## config.mk

```make
export PLATFORM = sky130hd
export DESIGN_NAME = led_matrix_frame_encoder_flat
export DESIGN_NICKNAME = d
export VERILOG_FILES = /design/src/design/lmfe_pkg.sv /design/src/design/lmfe_cell_if.sv /design/src/design/lmfe_pixel_if.sv /design/src/design/led_matrix_frame_encoder.sv /design/src/design/lmfe_ctrl.sv /design/src/design/lmfe_datapath.sv /design/src/flat_wrapper.sv
export SDC_FILE = /design/constraint.sdc
export NUM_CORES = 2
export LEC_CHECK = 0
export ABC_AREA = 1
export BUFFER_PORTS_ARGS = -buffer_cell sky130_fd_sc_hd__buf_2
export CELL_PAD_IN_SITES_DETAIL_PLACEMENT = 1
export CELL_PAD_IN_SITES_GLOBAL_PLACEMENT = 1
export CORE_MARGIN = 5
export CORE_UTILIZATION = 44
export DETAILED_ROUTE_END_ITERATION = 7
export HOLD_SLACK_MARGIN = 0.05
export PLACE_DENSITY_LB_ADDON = 0.1
export SYNTH_ARGS = -nofsm -noshare
export SYNTH_HDL_FRONTEND = slang
export SYNTH_SLANG_ARGS = --single-unit
```

## constraint.sdc

```tcl
create_clock -name clk_i -period 14.3 [get_ports clk_i]
set_clock_uncertainty 0.05 [all_clocks]
set_input_delay 2.145 -clock clk_i [delete_from_list [all_inputs] [get_ports clk_i]]
set_output_delay 2.145 -clock clk_i [all_outputs]
set_load 0.05 [all_outputs]
```

## src/design/lmfe_pkg.sv

```systemverilog
// shared types, constants and functions of the led matrix frame encoder
package lmfe_pkg;

  localparam int MatrixSide = 5;
  localparam int LedCount   = MatrixSide * MatrixSide;
  localparam int IdxW       = $clog2(LedCount);
  localparam int SideW      = $clog2(MatrixSide);

  localparam int LevelW   = 8;
  localparam int ColorW   = 8;
  localparam int BrightW  = 9;
  localparam int ProdW    = ColorW + LevelW;
  localparam int FullW    = ProdW + BrightW;
  localparam int WordW    = 32;
  localparam int CfgIdxW  = 2;
  localparam int CfgDataW = 9;

  localparam logic [BrightW-1:0] BrightFull = BrightW'(256);
  localparam logic [ColorW-1:0]  ColorMax   = ColorW'(255);

  typedef enum logic [CfgIdxW-1:0] {
    REG_RED    = 2'd0,
    REG_GREEN  = 2'd1,
    REG_BLUE   = 2'd2,
    REG_BRIGHT = 2'd3
  } cfg_reg_e;

  typedef enum logic {
    ST_LOAD  = 1'b0,
    ST_DRAIN = 1'b1
  } ctrl_state_e;

  typedef struct packed {
    logic             wr_en;
    logic [IdxW-1:0]  wr_addr;
    logic             rd_en;
    logic [SideW-1:0] rd_row;
    logic [SideW-1:0] rd_rem;
    logic             rd_last;
  } lmfe_cmd_t;

  typedef struct packed {
    logic adv;
  } lmfe_status_t;

  // floor(x / 65280), capped at 255: drop the low byte, then exact divide by 255
  function automatic logic [ColorW-1:0] div_65280(input logic [FullW-1:0] x);
    logic [16:0] y;
    logic [17:0] t;
    logic [9:0]  q;
    y = x[FullW-1:8];
    t = {1'b0, y} + 18'(y[16:8]) + 18'd1;
    q = t[17:8];
    if (q > 10'(ColorMax)) begin
      return ColorMax;
    end
    return q[ColorW-1:0];
  endfunction

endpackage

```

## src/design/lmfe_cell_if.sv

```systemverilog
// cell input channel
interface lmfe_cell_if;
  logic                          valid;
  logic                          ready;
  logic [lmfe_pkg::LevelW-1:0]   cell_level;

  modport source (output valid, output cell_level, input ready);
  modport sink   (input valid, input cell_level, output ready);
endinterface

```

## src/design/lmfe_pixel_if.sv

```systemverilog
// pixel word output channel
interface lmfe_pixel_if;
  logic                        valid;
  logic                        ready;
  logic [lmfe_pkg::WordW-1:0]  pixel_word;
  logic                        last_pixel;

  modport source (output valid, output pixel_word, output last_pixel, input ready);
  modport sink   (input valid, input pixel_word, input last_pixel, output ready);
endinterface

```

## src/design/led_matrix_frame_encoder.sv

```systemverilog
// top level: serpentine grb pixel encoder for a 5x5 smart-led matrix
// cells load one per cycle while the encoder is loading; the 25th cell starts a drain of 25 words in led order
// after the 25th cell is accepted the drain starts and the first word of a frame is registered at the output
// words then leave one per cycle while the sink is ready (store read, two multiplies, output)
// next frame's cells are taken once the last store read is issued, while the last words are still in the pipeline
// reset clears the counters, the pipeline valid tags and sets colours to 255, brightness to 256
module led_matrix_frame_encoder (
  input  logic                          clk_i,
  input  logic                          rst_ni,
  lmfe_cell_if.sink                     cell_i,
  lmfe_pixel_if.source                  pixel_o,
  input  logic                          cfg_we_i,
  input  logic [lmfe_pkg::CfgIdxW-1:0]  cfg_idx_i,
  input  logic [lmfe_pkg::CfgDataW-1:0] cfg_data_i
);

  lmfe_pkg::lmfe_cmd_t    cmd;
  lmfe_pkg::lmfe_status_t status;

  lmfe_ctrl u_ctrl (
    .clk_i      (clk_i),
    .rst_ni     (rst_ni),
    .in_valid_i (cell_i.valid),
    .in_ready_o (cell_i.ready),
    .status_i   (status),
    .cmd_o      (cmd)
  );

  lmfe_datapath u_datapath (
    .clk_i        (clk_i),
    .rst_ni       (rst_ni),
    .cfg_we_i     (cfg_we_i),
    .cfg_idx_i    (cfg_idx_i),
    .cfg_data_i   (cfg_data_i),
    .cell_level_i (cell_i.cell_level),
    .cmd_i        (cmd),
    .status_o     (status),
    .out_valid_o  (pixel_o.valid),
    .out_ready_i  (pixel_o.ready),
    .pixel_word_o (pixel_o.pixel_word),
    .last_pixel_o (pixel_o.last_pixel)
  );

endmodule

```

## src/design/lmfe_ctrl.sv

```systemverilog
// controller: cell counting during load, led order sequencing during drain
module lmfe_ctrl (
  input  logic                   clk_i,
  input  logic                   rst_ni,
  input  logic                   in_valid_i,
  output logic                   in_ready_o,
  input  lmfe_pkg::lmfe_status_t status_i,
  output lmfe_pkg::lmfe_cmd_t    cmd_o
);

  localparam logic [lmfe_pkg::IdxW-1:0]  CntLast = lmfe_pkg::IdxW'(lmfe_pkg::LedCount - 1);
  localparam logic [lmfe_pkg::SideW-1:0] SideMax = lmfe_pkg::SideW'(lmfe_pkg::MatrixSide - 1);

  lmfe_pkg::ctrl_state_e        state_q, state_d;
  logic [lmfe_pkg::IdxW-1:0]    cnt_q, cnt_d;
  logic [lmfe_pkg::SideW-1:0]   row_q, row_d;
  logic [lmfe_pkg::SideW-1:0]   rem_q, rem_d;
  logic                         last_led;

  always_ff @(posedge clk_i or negedge rst_ni) begin
    if (!rst_ni) begin
      state_q <= lmfe_pkg::ST_LOAD;
      cnt_q   <= '0;
      row_q   <= '0;
      rem_q   <= '0;
    end else begin
      state_q <= state_d;
      cnt_q   <= cnt_d;
      row_q   <= row_d;
      rem_q   <= rem_d;
    end
  end

  assign last_led = (row_q == '0) && (rem_q == SideMax);

  always_comb begin
    state_d        = state_q;
    cnt_d          = cnt_q;
    row_d          = row_q;
    rem_d          = rem_q;
    in_ready_o     = 1'b0;
    cmd_o          = '0;
    cmd_o.wr_addr  = cnt_q;
    cmd_o.rd_row   = row_q;
    cmd_o.rd_rem   = rem_q;
    cmd_o.rd_last  = last_led;
    case (state_q)
      lmfe_pkg::ST_LOAD: begin
        in_ready_o = 1'b1;
        if (in_valid_i) begin
          cmd_o.wr_en = 1'b1;
          if (cnt_q == CntLast) begin
            cnt_d   = '0;
            row_d   = SideMax;
            rem_d   = '0;
            state_d = lmfe_pkg::ST_DRAIN;
          end else begin
            cnt_d = cnt_q + 1'b1;
          end
        end
      end
      lmfe_pkg::ST_DRAIN: begin
        if (status_i.adv) begin
          cmd_o.rd_en = 1'b1;
          if (rem_q == SideMax) begin
            rem_d = '0;
            row_d = row_q - 1'b1;
          end else begin
            rem_d = rem_q + 1'b1;
          end
          if (last_led) begin
            state_d = lmfe_pkg::ST_LOAD;
          end
        end
      end
      default: begin
        state_d = lmfe_pkg::ST_LOAD;
      end
    endcase
  end

  a_cnt_range: assert property (@(posedge clk_i) disable iff (!rst_ni)
    cnt_q <= CntLast)
    else $error("cell count out of range");

  a_drain_cnt_clear: assert property (@(posedge clk_i) disable iff (!rst_ni)
    state_q == lmfe_pkg::ST_DRAIN |-> cnt_q == '0)
    else $error("cell count not cleared during drain");

  a_drain_start: assert property (@(posedge clk_i) disable iff (!rst_ni)
    (state_q == lmfe_pkg::ST_LOAD && in_valid_i && cnt_q == CntLast)
    |=> (state_q == lmfe_pkg::ST_DRAIN && row_q == SideMax && rem_q == '0))
    else $error("drain did not start at first led");

endmodule

```

## src/design/lmfe_datapath.sv

```systemverilog
// datapath: config registers, frame store, led mapping and channel scaling pipeline
module lmfe_datapath (
  input  logic                               clk_i,
  input  logic                               rst_ni,
  input  logic                               cfg_we_i,
  input  logic [lmfe_pkg::CfgIdxW-1:0]       cfg_idx_i,
  input  logic [lmfe_pkg::CfgDataW-1:0]      cfg_data_i,
  input  logic [lmfe_pkg::LevelW-1:0]        cell_level_i,
  input  lmfe_pkg::lmfe_cmd_t                cmd_i,
  output lmfe_pkg::lmfe_status_t             status_o,
  output logic                               out_valid_o,
  input  logic                               out_ready_i,
  output logic [lmfe_pkg::WordW-1:0]         pixel_word_o,
  output logic                               last_pixel_o
);

  localparam logic [lmfe_pkg::SideW-1:0] SideMax = lmfe_pkg::SideW'(lmfe_pkg::MatrixSide - 1);

  logic [lmfe_pkg::ColorW-1:0]  red_q, green_q, blue_q;
  logic [lmfe_pkg::BrightW-1:0] bright_q;
  logic [lmfe_pkg::BrightW-1:0] bright_sat;

  logic [lmfe_pkg::LevelW-1:0]  mem [lmfe_pkg::LedCount];

  logic                         adv;
  logic [lmfe_pkg::SideW-1:0]   col;
  logic [lmfe_pkg::IdxW-1:0]    rd_addr;

  logic                         v1_q, v2_q, v3_q, out_valid_q;
  logic                         last1_q, last2_q, last3_q, last_q;
  logic [lmfe_pkg::LevelW-1:0]  level_q;
  logic [lmfe_pkg::ProdW-1:0]   mr_q, mg_q, mb_q;
  logic [lmfe_pkg::FullW-1:0]   pr_q, pg_q, pb_q;
  logic [lmfe_pkg::WordW-1:0]   word_q;

  // config registers
  always_ff @(posedge clk_i or negedge rst_ni) begin
    if (!rst_ni) begin
      red_q    <= lmfe_pkg::ColorMax;
      green_q  <= lmfe_pkg::ColorMax;
      blue_q   <= lmfe_pkg::ColorMax;
      bright_q <= lmfe_pkg::BrightFull;
    end else if (cfg_we_i) begin
      case (lmfe_pkg::cfg_reg_e'(cfg_idx_i))
        lmfe_pkg::REG_RED:    red_q    <= cfg_data_i[lmfe_pkg::ColorW-1:0];
        lmfe_pkg::REG_GREEN:  green_q  <= cfg_data_i[lmfe_pkg::ColorW-1:0];
        lmfe_pkg::REG_BLUE:   blue_q   <= cfg_data_i[lmfe_pkg::ColorW-1:0];
        lmfe_pkg::REG_BRIGHT: bright_q <= cfg_data_i[lmfe_pkg::BrightW-1:0];
        default: ;
      endcase
    end
  end

  assign bright_sat = (bright_q > lmfe_pkg::BrightFull) ? lmfe_pkg::BrightFull : bright_q;

  // pipeline moves whenever the output register is free or being taken
  assign adv          = !out_valid_q || out_ready_i;
  assign status_o.adv = adv;

  // serpentine mapping, column mirrored on even rows
  assign col     = cmd_i.rd_row[0] ? cmd_i.rd_rem : (SideMax - cmd_i.rd_rem);
  assign rd_addr = lmfe_pkg::IdxW'(lmfe_pkg::IdxW'(cmd_i.rd_row)
                   * lmfe_pkg::IdxW'(lmfe_pkg::MatrixSide) + lmfe_pkg::IdxW'(col));

  // frame store
  always_ff @(posedge clk_i) begin
    if (cmd_i.wr_en) begin
      mem[cmd_i.wr_addr] <= cell_level_i;
    end
  end

  always_ff @(posedge clk_i) begin
    if (adv && cmd_i.rd_en) begin
      level_q <= mem[rd_addr];
    end
  end

  // valid and last tags
  always_ff @(posedge clk_i or negedge rst_ni) begin
    if (!rst_ni) begin
      v1_q        <= 1'b0;
      v2_q        <= 1'b0;
      v3_q        <= 1'b0;
      out_valid_q <= 1'b0;
      last1_q     <= 1'b0;
      last2_q     <= 1'b0;
      last3_q     <= 1'b0;
      last_q      <= 1'b0;
    end else if (adv) begin
      v1_q        <= cmd_i.rd_en;
      v2_q        <= v1_q;
      v3_q        <= v2_q;
      out_valid_q <= v3_q;
      last1_q     <= cmd_i.rd_en && cmd_i.rd_last;
      last2_q     <= last1_q;
      last3_q     <= last2_q;
      last_q      <= last3_q;
    end
  end

  // colour times level, then times brightness, then divide and pack
  always_ff @(posedge clk_i) begin
    if (adv) begin
      mr_q   <= lmfe_pkg::ProdW'(red_q) * lmfe_pkg::ProdW'(level_q);
      mg_q   <= lmfe_pkg::ProdW'(green_q) * lmfe_pkg::ProdW'(level_q);
      mb_q   <= lmfe_pkg::ProdW'(blue_q) * lmfe_pkg::ProdW'(level_q);
      pr_q   <= lmfe_pkg::FullW'(mr_q) * lmfe_pkg::FullW'(bright_sat);
      pg_q   <= lmfe_pkg::FullW'(mg_q) * lmfe_pkg::FullW'(bright_sat);
      pb_q   <= lmfe_pkg::FullW'(mb_q) * lmfe_pkg::FullW'(bright_sat);
      word_q <= {lmfe_pkg::div_65280(pg_q), lmfe_pkg::div_65280(pr_q),
                 lmfe_pkg::div_65280(pb_q), 8'h00};
    end
  end

  assign out_valid_o  = out_valid_q;
  assign pixel_word_o = word_q;
  assign last_pixel_o = last_q;

endmodule

```

## src/flat_wrapper.sv

```systemverilog
// flat-port wrapper written by rule: the top's interface ports become plain ports
module led_matrix_frame_encoder_flat 
  (clk_i, rst_ni, cfg_we_i, cfg_idx_i, cfg_data_i, cell_i_valid, cell_i_cell_level, cell_i_ready, pixel_o_valid, pixel_o_pixel_word, pixel_o_last_pixel, pixel_o_ready);
  lmfe_cell_if cell_i_i ();
  lmfe_pixel_if pixel_o_i ();
  input  logic clk_i;
  input  logic rst_ni;
  input  logic cfg_we_i;
  input  logic [lmfe_pkg::CfgIdxW-1:0] cfg_idx_i;
  input  logic [lmfe_pkg::CfgDataW-1:0] cfg_data_i;
  input wire logic [$bits(cell_i_i.valid)-1:0] cell_i_valid;
  input wire logic [$bits(cell_i_i.cell_level)-1:0] cell_i_cell_level;
  output wire logic [$bits(cell_i_i.ready)-1:0] cell_i_ready;
  output wire logic [$bits(pixel_o_i.valid)-1:0] pixel_o_valid;
  output wire logic [$bits(pixel_o_i.pixel_word)-1:0] pixel_o_pixel_word;
  output wire logic [$bits(pixel_o_i.last_pixel)-1:0] pixel_o_last_pixel;
  input wire logic [$bits(pixel_o_i.ready)-1:0] pixel_o_ready;
  assign cell_i_i.valid = cell_i_valid;
  assign cell_i_i.cell_level = cell_i_cell_level;
  assign cell_i_ready = cell_i_i.ready;
  assign pixel_o_valid = pixel_o_i.valid;
  assign pixel_o_pixel_word = pixel_o_i.pixel_word;
  assign pixel_o_last_pixel = pixel_o_i.last_pixel;
  assign pixel_o_i.ready = pixel_o_ready;
  led_matrix_frame_encoder u_core (.clk_i(clk_i), .rst_ni(rst_ni), .cell_i(cell_i_i), .pixel_o(pixel_o_i), .cfg_we_i(cfg_we_i), .cfg_idx_i(cfg_idx_i), .cfg_data_i(cfg_data_i));
endmodule
```

; ---- Word level (Yosys, flattened, before mapping)
; Memory sizes are Yosys's and may differ from the RTL's. A register that Yosys moved wholly into a read port is not among the register bits.
; Cells that the tools add are included.
[word_totals]
ff_bits = 200
ramBits = 200
inputBits = 24
output_inout_bits = 35
word_cells = 107
mem_count = 1
[op_classes]
add_sub_neg = 11
n_mul = 7
n_lt_le_gt_ge = 4
eq_ne = 9
n_mux = 37
bitwise_logic = 1
reduce_logical = 14
[mem_list]
columns = memory, depth, width, rd, rd_clocked_by_memory_dff, write_ports, line_no
row1 = u_core.u_datapath.mem, 25, 8, 1, 1, 1, lmfe_datapath.sv:23  ; logic [lmfe_pkg::LevelW-1:0] mem [lmfe_pkg::LedCount];
[op_table]
columns = operator, count
row1 = $mul A16 B9 Y25, 3
row2 = $add A17 B9 Y18, 3
row3 = $add A18 B1 Y18 const B, 3
row4 = $mul A8 B8 Y16, 3
row5 = $mux W8, 6
row6 = $gt A10 B8 Y1 const B, 3
row7 = $mux W3, 9
row8 = $mux W1, 17
row9 = $pmux W3 S2, 2
row10 = $reduce_and A2 Y1, 5
row11 = $gt A9 B9 Y1 const B, 1
row12 = $mux W9, 1
row13 = $ne A2 B2 Y1 const B, 3
row14 = $add A5 B1 Y5 const B, 1
row15 = $add A5 B3 Y5, 1
row16 = $eq A5 B5 Y1 const B, 1
row17 = $mul A3 B3 Y5 const B, 1
row18 = $mux W5, 1
row19 = $eq A2 B2 Y1 const B, 2
row20 = $reduce_and A4 Y1, 1
row21 = $add A3 B1 Y3 const B, 1
row22 = $eq A3 B3 Y1 const B, 1
row23 = $logic_and A1 B1 Y1, 3
row24 = $logic_not A3 Y1, 1
row25 = 10 further kinds, 10

; ---- Logic depth before layout (Yosys ltp)
[depth]
word_depth = 6
mapped_depth = 29
ltp_nobuf = 26

; ---- Hierarchy
; A second synthesis with hierarchy kept.
[hier_totals]
hier_cells = 4007
hier_area_um2 = 35715.5
[by_module_without_submodules]
columns = module, instances, cells_per_inst, area_each_um2, seq_area_each_um2
row1 = lmfe_datapath, 1, 3910, 34894.7, 10996.8
row2 = lmfe_ctrl, 1, 97, 820.8, 300.3

; ---- Worst setup path before layout
; Ideal clock, no wire load.
[synth_timing]
kind = input to register
from = in pixel_o_ready
to = reg u_core.u_datapath.mb_q[0] in the netlist's numbering (enable)
setup_time_ns = 1.210
t_arrival_ns = 4.935
required_time_ns = 13.040
path_slack_ns = 8.105
path_stages = 2
path_buffers = 0
cell_sequence = nor2_1 -> clkinv_1
[synth_between]
elab_chain_cells = 1
[synth_lines]
columns = element, line_no
row1 = "start, declared", flat_wrapper.sv:17  ; input wire logic [$bits(pixel_o_i.ready)-1:0] pixel_o_ready;
row2 = $logic_or A1 B1 Y1, lmfe_datapath.sv:57  ; assign adv = !out_valid_q || out_ready_i;
row3 = via u_core.status, led_matrix_frame_encoder.sv:18  ; lmfe_pkg::lmfe_status_t status;
row4 = "end signal, assigned", lmfe_datapath.sv:106  ; mb_q <= lmfe_pkg::ProdW'(blue_q) * lmfe_pkg::ProdW'(level_q);
row5 = "end, declared", lmfe_datapath.sv:32  ; logic [lmfe_pkg::ProdW-1:0] mr_q, mg_q, mb_q;
; The timed path passes the listed nets, and every way through them passes these cells.
; A chain may end at the register's enable or synchronous reset.

; ---- Final worst setup path
[layout_timing]
from = reg u_core.u_datapath.bright_q[7] in the netlist's numbering
to = reg u_core.u_datapath.pg_q[21] in the netlist's numbering (data pin)
[layout_between]
elab_chain_cells = 3
[layout_lines]
columns = element, line_no
row1 = "start, declared", lmfe_datapath.sv:20  ; logic [lmfe_pkg::BrightW-1:0] bright_q;
row2 = "start signal, assigned", lmfe_datapath.sv:42  ; bright_q <= lmfe_pkg::BrightFull;
row3 = "start signal, assigned", lmfe_datapath.sv:48  ; lmfe_pkg::REG_BRIGHT: bright_q <= cfg_data_i[lmfe_pkg::BrightW-1:0];
row4 = $gt A9 B9 Y1, lmfe_datapath.sv:54  ; assign bright_sat = (bright_q > lmfe_pkg::BrightFull) ? lmfe_pkg::BrightFull : bright_q;
row5 = $mux W9 (*), lmfe_datapath.sv:54
row6 = $mul A16 B9 Y25 (*), lmfe_datapath.sv:108  ; pg_q <= lmfe_pkg::FullW'(mg_q) * lmfe_pkg::FullW'(bright_sat);
row7 = "end signal, assigned", lmfe_datapath.sv:108
row8 = "end, declared", lmfe_datapath.sv:33  ; logic [lmfe_pkg::FullW-1:0] pr_q, pg_q, pb_q;
; Every way passes the cells marked *; elsewhere a longest branch is shown, timed or not.

==> summary.md <==
| Metric | Value |
|---|---|
| Run status | `completed` |
| Register area | `roughly 0.011 mm2` |
| Max stage delay on crit path | `0.85 ns` |
| Worst hold path class | `reg2reg` |
| Layout Area Growth over Synthesis | `7.50%` |
| Max Clock Freq | `161 MHz` |
| Diode count | `0` |
| GRT Residual Overflow | `0` |
| CP Launch Point | `u_core.u_datapath.bright_q[7]` |
| Post-CTS setup buffer count | `0` |
| Max-slew headroom | `between 20 and 25%` |
| Most area-hungry cell type in the Yosys netlist | `edfxtp_1` |
| Largest net degree at the start of global routing | `80` |
| H-tree levels | `2` |
| Final WL | `96.0 mm` |
| Die width | `between 200 and 300 um` |
| Crit-path slowest cell | `inv_2` |
| Core box area | `0.0802 mm2` |
| Die outline height | `around 300 um` |
| Initial antenna violation count | `0` |
| Max Cap Viol | `0` |
| Drt initial violations | `1368` |
| Critical path, cell by cell | `nor4_1 > a41oi_1 > inv_1 > nand2_2 > inv_2 > nand2_1 > fa_1 > inv_1 > fa_1 > fa_1 > inv_1 > fa_1 > inv_1 > ha_1 > a21o_1 > a31oi_1 > o21ai_0 > a21oi_1 > nand2_1 > nand2_1 > nand2_1` |
| Setup crit end | `u_core.u_datapath.pg_q[21]` |
| Top cell type's share of synthesized area | `between 20% and 30%` |
| Min Tclk post-route | `6.21 ns` |
| WL/cell | `18.9 um` |
| PortBufs | `50` |
| Final Max Tran Viols | `0` |
| Number of fill cells | `9407` |
| Fin Hold WS | `0.405 ns` |
| R2r setup slk | `8.09 ns` |
| Reg2Reg Depth | `21` |
| Remaining DRCs | `0` |
| Adder and majority gate portion of the synthesized area | `between 30% and 40%` |
| Final TNS setup | `0 ns` |
| Crit path depth | `21` |
| GRT Util Overall | `22.6%` |
| Critical Path Fanout Max | `39` |
| Post-CTS Hold Buffers | `0` |
| CP bufs+invs | `5` |
| Final setup viols | `0` |
| Routability Congestion | `0.846` |
| Root buf cell | `clkbuf_16` |
| Final net count | `4677` |
| Commonest non-fill, non-tap cell in the layout | `inv_1` |
| Post-synthesis mux area share | `0%` |
| Share of flip-flops with an asynchronous set or reset | `13.8%` |
| Post-CTS Resized | `0` |
| CTS Buf Count | `46` |
| Compound-gate portion of the synthesized area | `7.02%` |
| RR Endpoint | `u_core.u_datapath.pg_q[21]` |
| Clock Latency Late Sink | `around 0.61 ns` |
| Rows | `104` |
| Clk slew on worst S/H paths | `0.06 ns` |
| Final Cycle Share | `about 43%` |
| Critical path capture point type | `flip-flop` |
| Most frequent cells in the layout | `inv_1, nand2_1, nor2_1` |
| Synth Flop Type | `edfxtp_1` |
| Mean post-synth cell area | `8.89 um2` |
| Final hold violation count | `0` |
| Share of layout cells above drive strength 1 | `5.28%` |
| CTS tree | `yes` |
| Hpwl dp | `71.4 mm` |
| Setup CP Type | `reg2reg` |
| EDFF count, synth | `331` |
| Worst setup SP type | `flip-flop` |
| Worst r2r src | `u_core.u_datapath.bright_q[7]` |
| Sink Count | `384` |
| Post-Synthesis Cells | `3983` |
| Post-synthesis simple-gate area fraction | `16.3%` |
| Synth area leaders | `edfxtp_1, fa_1, ha_1` |
| First-pass GRT wire length | `156 mm` |
| Largest family of logic cells by synthesized area | `adder cells` |
| #FFs+latches synth | `approximately 380` |
| Vias post-DR | `26100` |
| Xor/xnor share of the synthesized area | `2.05%` |
| Synth cell types | `51` |
| Crit path DAT | `about 6.5 ns` |
| Clk buf depth | `3` |
| Starting Density | `between 40 and 50%` |
| Post-route ant nets | `0` |
| DR vias/cell | `just over 5` |
| Cell Area, Synth | `between 0.03 and 0.04 mm2` |
| Vias in the first global route | `28400` |
| Sequential share of the synthesized area | `about a third` |
| RSZ-0062 raised after global routing | `no` |
| DIE AREA | `0.0863 mm2` |
| First-pass detailed-route iteration total | `5` |
| YS warnings | `0` |
| Area occupied by multi-input gates | `0.0205 mm2` |
| Delay-heaviest family, CP | `adder cells` |
| WP data required | `between 10 and 15 ns` |
| Ports | `59` |
| Worst slew pin tran | `1.12 ns` |
[cells by family (layout without fill, tap and decap cells)]
kind of cell | count (synthesis) | in the layout
adders and majority gates | 675 | 675
buffers and inverters | 952 | 976
xor gates and xnor gates | 83 | 83
and+or+nand+nor | 1439 | 1439
DFF | 384 | 384
other | 1 | 8
AOI/OAI and AO/OA | 449 | 449
[worst reg2reg max path: stages, from the launching register on]
cell and delay (ns):
dfrtp_1 0.40, nor4_1 0.30, a41oi_1 0.15, inv_1 0.17, nand2_2 0.30, inv_2 0.85, nand2_1 0.22, fa_1 0.54
inv_1 0.05, fa_1 0.48, fa_1 0.54, inv_1 0.05, fa_1 0.48, inv_1 0.04, ha_1 0.35, a21o_1 0.22
a31oi_1 0.26, o21ai_0 0.13, a21oi_1 0.18, nand2_1 0.08, nand2_1 0.06, nand2_1 0.05
[cells in the mapped netlist (32+ instances only)]
| library cell | number |
|---|---|
| a21oi_1 | 125 |
| inv_1 | 808 |
| nand3_1 | 90 |
| ha_1 | 272 |
| o22ai_1 | 32 |
| edfxtp_1 | 331 |
| fa_1 | 403 |
| clkbuf_1 | 89 |
| o21ai_0 | 216 |
| nor2_1 | 474 |
| nand2_1 | 791 |
| xor2_1 | 55 |
[metrics by stage]
stage / util (%) / area, um2 / setup WS [ns] / std cells
after floorplan: - / 35400 / 8.11 / 3990
after global placement: 45.7 / 36600 / 8.23 / 4990
after detailed placement: 45.7 / 36600 / 8.14 / 4990
after CTS: 47.5 / 38100 / 8.09 / 5074
after global routing: 47.5 / 38100 / 7.67 / 5074
final: 47.5 / 38100 / 8.09 / 5074
[registers in the layout (all words and copies together), names as in the netlist, 3 cells and up]
signal                          count
u_core.u_ctrl.cnt_q                 5
u_core.u_ctrl.rem_q                 3
u_core.u_ctrl.row_q                 3
u_core.u_datapath.blue_q            8
u_core.u_datapath.bright_q          9
u_core.u_datapath.green_q           8
u_core.u_datapath.level_q           8
u_core.u_datapath.mb_q             16
u_core.u_datapath.mem             200
u_core.u_datapath.mg_q             16
u_core.u_datapath.mr_q             16
u_core.u_datapath.pb_q             17
u_core.u_datapath.pg_q             17
u_core.u_datapath.pixel_word_o     24
u_core.u_datapath.pr_q             17
u_core.u_datapath.red_q             8
[area by class of cell]
type	count	share of cell area [%]
repair buffers	74	1.13
inverters	818	8.09
well taps	1060	3.48
clock buffers	62	3.29
multi-input cells	2654	53.8
flip-flops and latches	384	29.7
clock inverters	22	0.526
[layer usage]
| layer | GRT usage, % | share of wire (%) | vias up |
|---|---|---|---|
| met5 | 0 | 0 | - |
| met1 | 31.1 | 46 | 13200 |
| li1 | - | - | 12400 |
| met4 | 5.37 | 2.4 | 0 |
| met2 | 38.6 | 48 | 401 |
| met3 | 2.86 | 3.7 | 127 |
[worst min path at each step]
stage / from / endpoint / slack [ns] / cells after the start
final: u_core.u_datapath.v3_q / u_core.u_datapath.out_valid_o / 0.41 / 2
after floorplan: u_core.u_datapath.v3_q / u_core.u_datapath.out_valid_o / 0.37 / 2
after global placement: u_core.u_datapath.v3_q / u_core.u_datapath.out_valid_o / 0.39 / 2
after CTS: u_core.u_datapath.v3_q / u_core.u_datapath.out_valid_o / 0.41 / 2
after global routing: u_core.u_datapath.v3_q / u_core.u_datapath.out_valid_o / 0.44 / 2
after detailed placement: u_core.u_datapath.v3_q / u_core.u_datapath.out_valid_o / 0.39 / 2
Power is not shown: default switching activity piles up to over one toggle a cycle in this logic, so the estimate is an artifact.
